==> config.mk <==
export PLATFORM = sky130hd
export DESIGN_NAME = hbp_obuf
export DESIGN_NICKNAME = d
export VERILOG_FILES = /design/src/rtl/hbp_pkg.sv /design/src/rtl/hbp_obuf.sv
export SDC_FILE = /design/constraint.sdc
export NUM_CORES = 1
export LEC_CHECK = 0
export ABC_AREA = 1
export BUFFER_PORTS_ARGS = -buffer_cell sky130_fd_sc_hd__buf_2
export CORE_MARGIN = 1.5
export CORE_UTILIZATION = 50
export CTS_CLUSTER_SIZE = 24
export DETAILED_ROUTE_END_ITERATION = 10
export HOLD_SLACK_MARGIN = 0.03
export PLACE_DENSITY = 0.78
export RECOVER_POWER = 25
export SETUP_SLACK_MARGIN = 0.1
export SYNTH_ARGS = -nofsm -noshare
export SYNTH_HDL_FRONTEND = slang
export SYNTH_SLANG_ARGS = --single-unit
export TNS_END_PERCENT = 1
==> constraint.sdc <==
create_clock -name clock -period 1.8 [get_ports clock]
set_clock_uncertainty 0.1 [all_clocks]
set_input_delay 0.54 -clock clock [delete_from_list [all_inputs] [get_ports clock]]
set_output_delay 0.54 -clock clock [all_outputs]
set_load 0.01 [all_outputs]
==> src/rtl/hbp_pkg.sv <==
// ----------------------------------------------------------------------------
// hbp_pkg
// Shared types and constants of the Huffman table bit packer.
// ----------------------------------------------------------------------------
package hbp_pkg;

   localparam int DEF_SYMBOL_BITS  = 9;
   localparam int DEF_MAX_CODE_LEN = 32;

   localparam int SYMBOL_W       = 9;
   localparam int CODE_WORD_BITS = 32;
   localparam int LEN_W          = 6;
   localparam int BYTE_BITS      = 8;
   localparam int PEND_W         = 7;
   localparam int PCNT_W         = 3;
   localparam int ACC_W          = PEND_W + CODE_WORD_BITS;
   localparam int MAX_BYTES      = 4;
   localparam int NCNT_W         = 3;

   localparam logic [BYTE_BITS-1:0] TERMINATOR = 8'h20;

   typedef enum logic [1:0] {
      FUNC_LOAD   = 2'd0,
      FUNC_ENCODE = 2'd1,
      FUNC_FLUSH  = 2'd2
   } func_type;

   // bytes produced by one item plus the accumulator state it leaves
   typedef struct packed {
      logic [NCNT_W-1:0]                    n;
      logic [MAX_BYTES-1:0][BYTE_BITS-1:0]  bytes;
      logic [PEND_W-1:0]                    pend_bits;
      logic [PCNT_W-1:0]                    pend_cnt;
   } pack_res_type;

endpackage

==> src/rtl/hbp_obuf.sv <==
// ----------------------------------------------------------------------------
// hbp_obuf
// Result byte buffer: holds an item's bytes, drains one a cycle unless stalled.
// ----------------------------------------------------------------------------
module hbp_obuf
   import hbp_pkg::*;
(
   input  logic                                clock,
   input  logic                                reset,
   input  logic                                load,
   input  logic [NCNT_W-1:0]                   load_n,
   input  logic [MAX_BYTES-1:0][BYTE_BITS-1:0] load_bytes,
   input  logic                                rsp_stall,
   output logic                                rsp_valid,
   output logic [BYTE_BITS-1:0]                rsp_out_byte,
   output logic                                rsp_last,
   output logic                                free
);

   logic [NCNT_W-1:0]                   cnt_ff, cnt_in;
   logic [MAX_BYTES-1:0][BYTE_BITS-1:0] bytes_ff, bytes_in;
   logic                                take;

   assign rsp_valid    = (cnt_ff != '0);
   assign rsp_out_byte = bytes_ff[0];
   assign rsp_last     = (cnt_ff == NCNT_W'(1));
   assign take         = rsp_valid && !rsp_stall;
   assign free         = (cnt_ff == '0) || (rsp_last && !rsp_stall);

   always_comb begin
      cnt_in   = cnt_ff;
      bytes_in = bytes_ff;
      if (load) begin
         cnt_in   = load_n;
         bytes_in = load_bytes;
      end else if (take) begin
         cnt_in = cnt_ff - NCNT_W'(1);
         // advance the next byte to the head
         for (int k = 0; k < MAX_BYTES - 1; k++) begin
            bytes_in[k] = bytes_ff[k+1];
         end
      end
   end

   always_ff @(posedge clock) begin
      if (reset) begin
         cnt_ff <= '0;
      end else begin
         cnt_ff <= cnt_in;
      end
   end

   always_ff @(posedge clock) begin
      bytes_ff <= bytes_in;
   end

endmodule

==> flow_summary_export.csv, run 1 <==
group,metric,value,unit
outcome,status,"finished, violations left",
outcome,violations,"setup timing",
final_layout,n_antenna_cell,0,
critical_path,path_max_fanout,3,
timing,max_freq,540.8,MHz
die,initial_core_util,52.62,%
critical_path,endpoint,"free",
yosys,yosysSeqAreaShare,63.55,%
routing,wl_per_cell,10.09,um
routing,vias,1105,
yosys,yosys_register_bits,35,
pwr,p_leak,0.0009299,uW
final_layout,fillers,273,
global_routing,grt_pass1_wl,3981,um
pwr,power.density,862.8,nW/um^2
critical_path,critPathLaunchType,"flop",
timing,period_share,102.7,%
run,cap_violations,0,
timing,maxSlewHeadroom,53.90,%
critical_path,path_class,"flop to output port",
yosys,syn_inst,155,
timing,drv_slew,0,
cts,insertion_delay,320,ps
final_layout,final-seq-area,1026,um^2
final_layout,multi_input_area,449.2,um^2
critical_path,critPathArrivalTime,1210,ps
global_routing,grt_max_degree,38,
routing,vias_per_cell,4.420,
min_path,min_path_type,"input port to flop",
routing,drt_iter0_drc,37,
critical_path,reg2regPathDepth,6,
cts,hold_buffers,0,
die,ioPinCount,50,
cts,cts_tree,"done",
pwr,ir_worst_vdd,0.4542,mV
timing,tightestPinTransition,691.5,ps
final_layout,final_area,1939,um^2
routing,drc_errors,0,
final_layout,area_delta_synth_final,20.72,%
timing,hold_viol_final,0,
critical_path,end_kind,"output port",
cts,clk_pin_slew,90,ps
die,die_y,59.69,um
critical_path,r2r_start,"cnt_ff[0]",
critical_path,worstPathRequired,1160,ps
final_layout,stdcell_count,250,
critical_path,rr_endpoint,"rsp_out_byte[3]",
die,core-area,3053,um^2
placement,hpwlAfterDp,1854,um
critical_path,cp_num_cells,5,
critical_path,r2r_slack,410,ps
die,rows,20,
global_routing,antenna_found_initial,0,
critical_path,path_buf_inv,2,
critical_path,cp_top_family,"flip-flops",
yosys,syn_area_per_cell,10.36,um^2
global_routing,grt_pass1_vias,1053,
yosys,syn_nets,197,
global_routing,track_usage,16.13,%
cts,cts_buffer_depth,2,
timing,rsz0062_at_grt,"yes",
cts,cts_buffers,5,
timing,setup_viol,2,
placement,dp.cells,240,
timing,layout_min_cycle_time,1849,ps
routing,antenna_left,0,
routing,first_pass_iters,4,
routing,drt-total-wl,2522,um
die,die_w,59.69,um
critical_path,critPathMaxStageDelay,370,ps
timing,fin_setup_tns,-54.23,ps
final_layout,drive_gt1_share,35.92,%
critical_path,critPathSlowestCell,"dfxtp_4",
yosys,ys_types,14,
critical_path,cp_cell_sequence,"inv_1, ha_2, nand2_4, nand2_1, buf_2",
final_layout,layout.nets,247,
placement,place_congestion,0.7643,
yosys,ys.warnings.count,0,
placement,dpl-instance-area,1857,um^2
timing,fin_ws,-49.28,ps
cts,clockRootBuffer,"clkbuf_4",
die,die_area,3562,um^2
placement,port_buffers,49,
cts,cts.sinks,35,
cts,h-tree-depth,2,
critical_path,setup.worst_path.start,"cnt_ff[0]",
yosys,syn_area,1607,um^2
global_routing,overflow,0,
layer usage:
metal / wire length [um] / global-route usage (%) / up-vias
li1: - / - / 591
met1: 982 / 16.47 / 469
met2: 1307 / 26.86 / 38
met3: 155 / 4.762 / 7
met4: 76 / 13.33 / 0
met5: 0 / 0 / -
cell usage after synthesis:
| cell type | number | area, um^2 |
|---|---|---|
| buf_6 | 4 | 45.04 |
| nand3_1 | 4 | 20.02 |
| a21oi_1 | 3 | 15.01 |
| dfxtp_1 | 3 | 60.06 |
| inv_2 | 2 | 7.510 |
| o21ai_1 | 2 | 10.01 |
| ha_1 | 3 | 37.54 |
| nand2_1 | 83 | 311.6 |
| buf_4 | 10 | 75.07 |
| nand2_4 | 3 | 33.78 |
| inv_8 | 1 | 11.26 |
| edfxtp_1 | 32 | 960.9 |
| inv_1 | 4 | 15.01 |
| nor2_1 | 1 | 3.750 |
through the flow:
step	setup slack (ps)	utilization (%)	hold WS (ps)	total power, uW
detailed placement	197.5	60.82	378.9	1306
CTS	-73.25	63.57	270.0	1697
floorplan	260.4	-	354.9	1212
global route	-125.6	63.52	268.8	1764
global placement	231.4	60.82	366.4	1288
finish	-49.28	63.52	287.4	1673
cell families (layout without fill, tap and decap cells):
kind of cell	Yosys count	in the layout	share of synthesized area (%)
compound gates	5	5	1.557
fa+ha+maj	3	3	2.337
buf+inv	21	72	9.579
flops	35	35	63.55
simple gates	91	91	22.97
power breakdown:
| part | switching (uW) | internal, uW | total, uW |
|---|---|---|---|
| Sequential | 25.4 | 990 | 1020 |
| Clock | 221 | 156 | 377 |
| Combinational | 153 | 127 | 281 |
final cells by class:
| class | count | share of cell area (%) |
|---|---|---|
| clock buffers | 8 | 2.516 |
| flip-flops and latches | 35 | 52.90 |
| multi-input cells | 99 | 23.16 |
| inverters | 7 | 1.742 |
| well taps | 44 | 2.839 |
| repair buffers | 57 | 16.84 |
flip-flops by register name, summed over array words and instances, names as in the netlist:
name,flops
bytes_ff,24
cnt_ff,3
rsp_out_byte,8
worst min path at each step:
| stage | depth (start not counted) | from | end | slack (ps) |
|---|---|---|---|---|
| 4_1_cts | 1 | load_bytes[25] | bytes_ff[25] | 270 |
| 6_report | 1 | load_bytes[25] | bytes_ff[25] | 290 |
| 5_1_grt | 1 | load_bytes[26] | bytes_ff[26] | 270 |
| 2_1_floorplan | 2 | cnt_ff[1] | cnt_ff[1] | 350 |
| 3_3_place_gp | 2 | cnt_ff[1] | cnt_ff[1] | 370 |
| 3_5_place_dp | 2 | cnt_ff[1] | cnt_ff[1] | 380 |
cell usage in the layout (no fill, tap or decap):
cell type  netlist  routed
a21oi_1          3       3
buf_12           0       2
buf_2            0      48
buf_4           10       5
clkbuf_1         0       4
clkbuf_2         0       1
clkbuf_4         0       5
dfxtp_1          3       1
dfxtp_2          0       1
dfxtp_4          0       1
edfxtp_1        32      32
ha_1             3       1
ha_2             0       1
ha_4             0       1
inv_1            4       2
inv_2            2       4
inv_8            1       1
nand2_1         83      83
nand2_4          3       3
nand3_1          4       4
nor2_2           0       1
o21ai_1          2       2
what timing repair did:
action	CTS	global route
pin swaps	4	3
gates cloned	0	0
gates resized for setup	8	1
buffers inserted	2	0
endpoints found under the setup margin	3	3
Power figures use the tool's default switching activity.
==> run 2, diff against run 1 <==
--- a/config.mk
+++ b/config.mk
@@ -8,11 +8,10 @@
 export ABC_AREA = 1
 export BUFFER_PORTS_ARGS = -buffer_cell sky130_fd_sc_hd__buf_2
 export CORE_MARGIN = 1.5
-export CORE_UTILIZATION = 50
+export CORE_UTILIZATION = 40
 export CTS_CLUSTER_SIZE = 24
 export DETAILED_ROUTE_END_ITERATION = 10
 export HOLD_SLACK_MARGIN = 0.03
-export PLACE_DENSITY = 0.78
 export RECOVER_POWER = 25
 export SETUP_SLACK_MARGIN = 0.1
 export SYNTH_ARGS = -nofsm -noshare
==> run 2 against run 1 <==
Effect of this change:
- the flow now finishes without violations
- clock power grew 38%
- register-to-register slack worse by 60 ps
- final cell count grew 1.2%
- clock-buffer cell count stayed put
- cell area up 0.13%
- critical endpoint unchanged
- largest cell class unchanged
- largest power group unchanged
- highest routed layer unchanged
==> flow_summary_export.csv, run 2 (synthesis results as in run 1) <==
group,metric,value,unit
timing,setup_viol,0,
global_routing,grt_pass1_vias,1038,
pwr,p_clk_share,28.9,%
timing,period_share,98.10,%
final_layout,final_cell_mix,"83 x nand2_1, 49 x buf_2, 32 x edfxtp_1",
routing,drt_iter0_drc,41,
die,ioPinCount,50,
cts,hold_buffers,0,
routing,antenna_left,0,
pwr,power.density,927.1,nW/um^2
final_layout,final_common_cell,"nand2_1",
routing,drc_errors,0,
placement,hpwlAfterDp,1854,um
die,die_y,66.38,um
cts,insertion_delay,280,ps
pwr,p_leak,0.0009246,uW
pwr,ir_worst_vdd,0.4420,mV
routing,first_pass_iters,4,
final_layout,drive_gt1_share,35.61,%
routing,drt-total-wl,2577,um
timing,rsz0062_at_grt,"yes",
pwr,p_sw_share,23.43,%
critical_path,critPathArrivalTime,1130,ps
critical_path,critPathLaunchType,"flop",
pwr,seq_power_share,56.5,%
timing,layout_min_cycle_time,1766,ps
routing,vias_per_cell,4.415,
die,die_area,4406,um^2
final_layout,layout.nets,246,
timing,max_freq,566.3,MHz
global_routing,grt_pass1_wl,4222,um
final_layout,area_delta_synth_final,20.87,%
timing,tightestPinTransition,775.5,ps
timing,fin_setup_tns,0,ps
placement,port_buffers,49,
cts,cts.sinks,35,
placement,place_congestion,0.7271,
critical_path,path_max_fanout,3,
die,initial_core_util,42.60,%
global_routing,grt_max_degree,28,
global_routing,antenna_found_initial,0,
final_layout,top_register,"bytes_ff",
pwr,p_total,1800,uW
final_layout,n_antenna_cell,0,
run,cap_violations,0,
final_layout,largest_reg_flops,24,
die,core-area,3771,um^2
pwr,p_comb_share,14.6,%
routing,wl_per_cell,10.19,um
min_path,min_path_type,"input port to flop",
critical_path,path_class,"flop to output port",
cts,h-tree-depth,2,
global_routing,overflow,0,
critical_path,worstPathRequired,1160,ps
global_routing,track_usage,13.08,%
routing,vias,1117,
cts,clockRootBuffer,"clkbuf_8",
timing,hold_viol_final,0,
pwr,p_sw,421.9,uW
die,rows,22,
outcome,status,"completed",
cts,clk_pin_slew,60,ps
cts,cts_buffers,5,
cts,cts_buffer_depth,2,
cts,cts_tree,"done",
timing,drv_slew,0,
pwr,p_int,1378,uW
die,die_w,66.38,um
timing,maxSlewHeadroom,48.30,%
critical_path,end_kind,"output port",
==> run 2: metal layers <==
| metal | share of wire, % | track usage [%] | wire length, um |
|---|---|---|---|
| met1 | 41 | 14.30 | 1053 |
| met2 | 49 | 22.38 | 1275 |
| met3 | 7.3 | 3.748 | 188 |
| met4 | 2.3 | 7.653 | 59 |
| met5 | 0 | 0 | 0 |
==> run 2: layout make-up <==
class | instances | area [um^2]
Clock buffer | 8 | 80.08
Fill cell | 338 | 1829
Inverter | 7 | 36.28
Multi-Input combinational cell | 99 | 449.2
Sequential cell | 35 | 1026
Tap cell | 48 | 60.06
Timing Repair Buffer | 56 | 290.3
==> run 2: worst paths after layout <==
| kind | from | endpoint | slack, ps | depth (start not counted) |
|---|---|---|---|---|
| setup / recovery | cnt_ff[1] | free | 30 | 7 |
| hold / removal | load_bytes[24] | bytes_ff[24] | 330 | 1 |
| setup reg to reg | cnt_ff[1] | bytes_ff[12] | 350 | 5 |
| hold reg to reg | bytes_ff[29] | bytes_ff[21] | 410 | 2 |
==> run 2: repair_timing <==
action	in CTS	in global routing
buffers inserted	2	1
resized for setup	9	2
setup endpoints to repair	3	3
pin swaps	3	5
endpoints found under the hold margin	0	0
==> run 2: power by group through the flow <==
stage	clock network (uW)	logic (uW)	registers, uW
floorplan	0	184	1030
global placement	0	244	1030
detailed placement	0	253	1030
CTS	538	265	1020
global route	577	298	1020
finish	520	262	1020
==> run 2: per-stage QoR <==
step                      util [%]  instance area [um^2]  hold slack [ps]  std cells  setup slack, ps
final                        51.49                  1942            333.1        253            34.24
after global routing         51.49                  1942            316.3        253           -10.51
after CTS                    51.43                  1939            322.2        252           -8.687
after detailed placement     48.31                  1822            394.4        242            213.7
after global placement       48.31                  1822            366.7        242            229.7
after floorplan                  -                  1607            354.9        155            260.4
==> run 2: critical path, stage by stage, from the launching register on <==
cell     delay [ps]
dfxtp_2         340
inv_4            70
ha_4            120
inv_2            30
nor2_2           80
nand2_1          60
nand2_1          50
buf_2           120
==> run 3, diff against run 2 <==
--- a/config.mk
+++ b/config.mk
@@ -9,6 +9,7 @@
 export BUFFER_PORTS_ARGS = -buffer_cell sky130_fd_sc_hd__buf_2
 export CORE_MARGIN = 1.5
 export CORE_UTILIZATION = 40
+export CTS_BUF_LIST = sky130_fd_sc_hd__clkbuf_8 sky130_fd_sc_hd__clkbuf_16
 export CTS_CLUSTER_SIZE = 24
 export DETAILED_ROUTE_END_ITERATION = 10
 export HOLD_SLACK_MARGIN = 0.03
==> run 3 against run 2 <==
Effect of this change:
- routed wire length is 0.74% lower
- total power is 1.1% lower
- combinational power hardly changed
- critical path type unchanged
- largest power group unchanged
- highest routed layer unchanged
==> flow_summary_export.csv, run 3 (synthesis results as in run 1) <==
group,metric,value,unit
min_path,min_path_type,"input port to flop",
placement,place_congestion,0.7271,
timing,hold_viol_final,0,
timing,maxSlewHeadroom,48.43,%
final_layout,final_area,1942,um^2
routing,first_pass_iters,4,
final_layout,drive_gt1_share,35.61,%
routing,drt-total-wl,2558,um
routing,vias,1112,
final_layout,final_common_cell,"nand2_1",
final_layout,largest_reg_flops,24,
placement,dpl-instance-area,1822,um^2
cts,clockRootBuffer,"clkbuf_8",
critical_path,critPathMaxStageDelay,340,ps
pwr,p_leak,0.0009370,uW
min_path,min_from,"load_bytes[24]",
routing,drc_errors,0,
cts,cts_tree,"done",
final_layout,final_cell_mix,"83 x nand2_1, 49 x buf_2, 32 x edfxtp_1",
pwr,p_clk_share,28.1,%
timing,layout_min_cycle_time,1764,ps
die,core-area,3771,um^2
critical_path,cp_top_family,"flip-flops",
pwr,power.density,917.1,nW/um^2
cts,cts_buffer_depth,2,
routing,wl_per_cell,10.11,um
global_routing,overflow,0,
timing,drv_slew,0,
global_routing,grt_busiest_layer,"met2",
placement,pre_cts_ws,213.7,ps
timing,tightestPinTransition,773.6,ps
routing,drt_iter0_drc,50,
min_path,min_to,"bytes_ff[24]",
pwr,p_sw_share,23.56,%
pwr,seq_power_share,57.1,%
critical_path,critPathArrivalTime,1120,ps
critical_path,path_class,"flop to output port",
critical_path,path_buf_inv,3,
final_layout,fillers,338,
die,initial_core_util,42.60,%
critical_path,reg2regPathDepth,5,
critical_path,r2r_start,"cnt_ff[1]",
global_routing,grt_use_met2,22.50,%
cts,h-tree-depth,2,
outcome,status,"completed",
critical_path,r2r_slack,350,ps
critical_path,cpMostUsedCell,"nand2_1",
cts,insertion_delay,280,ps
timing,setup_viol,0,
global_routing,antenna_found_initial,0,
min_path,hold_depth,1,
die,die_y,66.38,um
die,die_w,66.38,um
critical_path,worstPathRequired,1160,ps
placement,port_buffers,49,
timing,period_share,97.99,%
routing,vias_per_cell,4.395,
critical_path,cp_cell_sequence,"inv_4, ha_4, inv_2, nor2_2, nand2_1, nand2_1, buf_2",
placement,hpwlAfterDp,1854,um
timing,fin_ws,36.13,ps
critical_path,path_max_fanout,3,
final_layout,top_register,"bytes_ff",
pwr,p_int,1361,uW
final_layout,final_core_util,51.49,%
pwr,p_comb_share,14.7,%
global_routing,use_met1,14.19,%
global_routing,grt_use_met3,3.748,%
final_layout,area_delta_synth_final,20.87,%
critical_path,critPathSlowestCell,"dfxtp_2",
cts,cts.sinks,35,
final_layout,layout.nets,246,
critical_path,critPathLaunchType,"flop",
timing,rsz0062_at_grt,"yes",
critical_path,rr_endpoint,"bytes_ff[18]",
routing,antenna_left,0,
critical_path,end_kind,"output port",
global_routing,grt_pass1_wl,4222,um
die,die_area,4406,um^2
pwr,ir_worst_vdd,0.4422,mV
final_layout,n_antenna_cell,0,
timing,max_freq,566.9,MHz
cts,clk_pin_slew,60,ps
run,cap_violations,0,
cts,cts_buffers,5,
die,ioPinCount,50,
pwr,p_sw,419.6,uW
global_routing,grt_max_degree,28,
global_routing,grt_pass1_vias,1038,
global_routing,track_usage,13.08,%
die,rows,22,
==> run 3: cell count changes in the layout (fill, tap and decap cells not counted) <==
cell,before,now
clkbuf_1,5,2
inv_1,1,4
==> run 3: worst register-to-register path, delay by kind of cell, from the launching register on <==
kind | cells | cell delay [ps]
simple gates | 3 | 420
flops | 1 | 350
fa+ha+maj | 1 | 190
buf+inv | 1 | 50
==> run 3: power groups by stage <==
stage / clock, uW / combinational, uW / sequential (uW)
2_1_floorplan: 0 / 184 / 1030
3_3_place_gp: 0 / 244 / 1030
3_5_place_dp: 0 / 253 / 1030
4_1_cts: 522 / 265 / 1020
5_1_grt: 560 / 298 / 1020
6_report: 501 / 262 / 1020
==> run 3: how the worst max path moves through the flow <==
stage | start | to | slack, ps | cells after the start
3_5_place_dp | cnt_ff[0] | free | 210 | 5
2_1_floorplan | cnt_ff[1] | free | 260 | 6
3_3_place_gp | rsp_stall | free | 230 | 5
5_1_grt | cnt_ff[1] | free | -10 | 7
6_report | cnt_ff[1] | free | 40 | 7
4_1_cts | cnt_ff[1] | free | -9 | 7
==> run 3: area by class of cell <==
class | instances | area [um^2] | area share, %
tap | 48 | 60.06 | 3.093
timing repair buffer | 56 | 290.3 | 14.95
sequential | 35 | 1026 | 52.83
clock inverter | 3 | 11.26 | 0.5799
clock buffer | 5 | 68.82 | 3.544
multi-input combinational | 99 | 449.2 | 23.13
inverter | 7 | 36.28 | 1.869
==> run 3: timing repair <==
action                                 CTS  global route
gates resized for setup                  9             2
pin swaps                                3             5
buffers inserted                         2             1
endpoints found under the hold margin    0             0
setup endpoints to repair                3             3
hold buffers                             0             0
==> run 3: stage by stage <==
step	setup TNS [ps]	std cells	power, uW	hold slack [ps]
floorplan	0	155	1212	354.9
global placement	0	242	1273	366.7
detailed placement	0	242	1286	394.4
CTS	-8.687	252	1804	321.7
global route	-10.51	253	1883	315.8
finish	0	253	1781	333.5
==> run 3: layer usage <==
layer	part of all wire, %	vias up
li1	-	584
met1	40	483
met2	50	38
met3	7.3	7
met4	2.3	0
met5	0	-
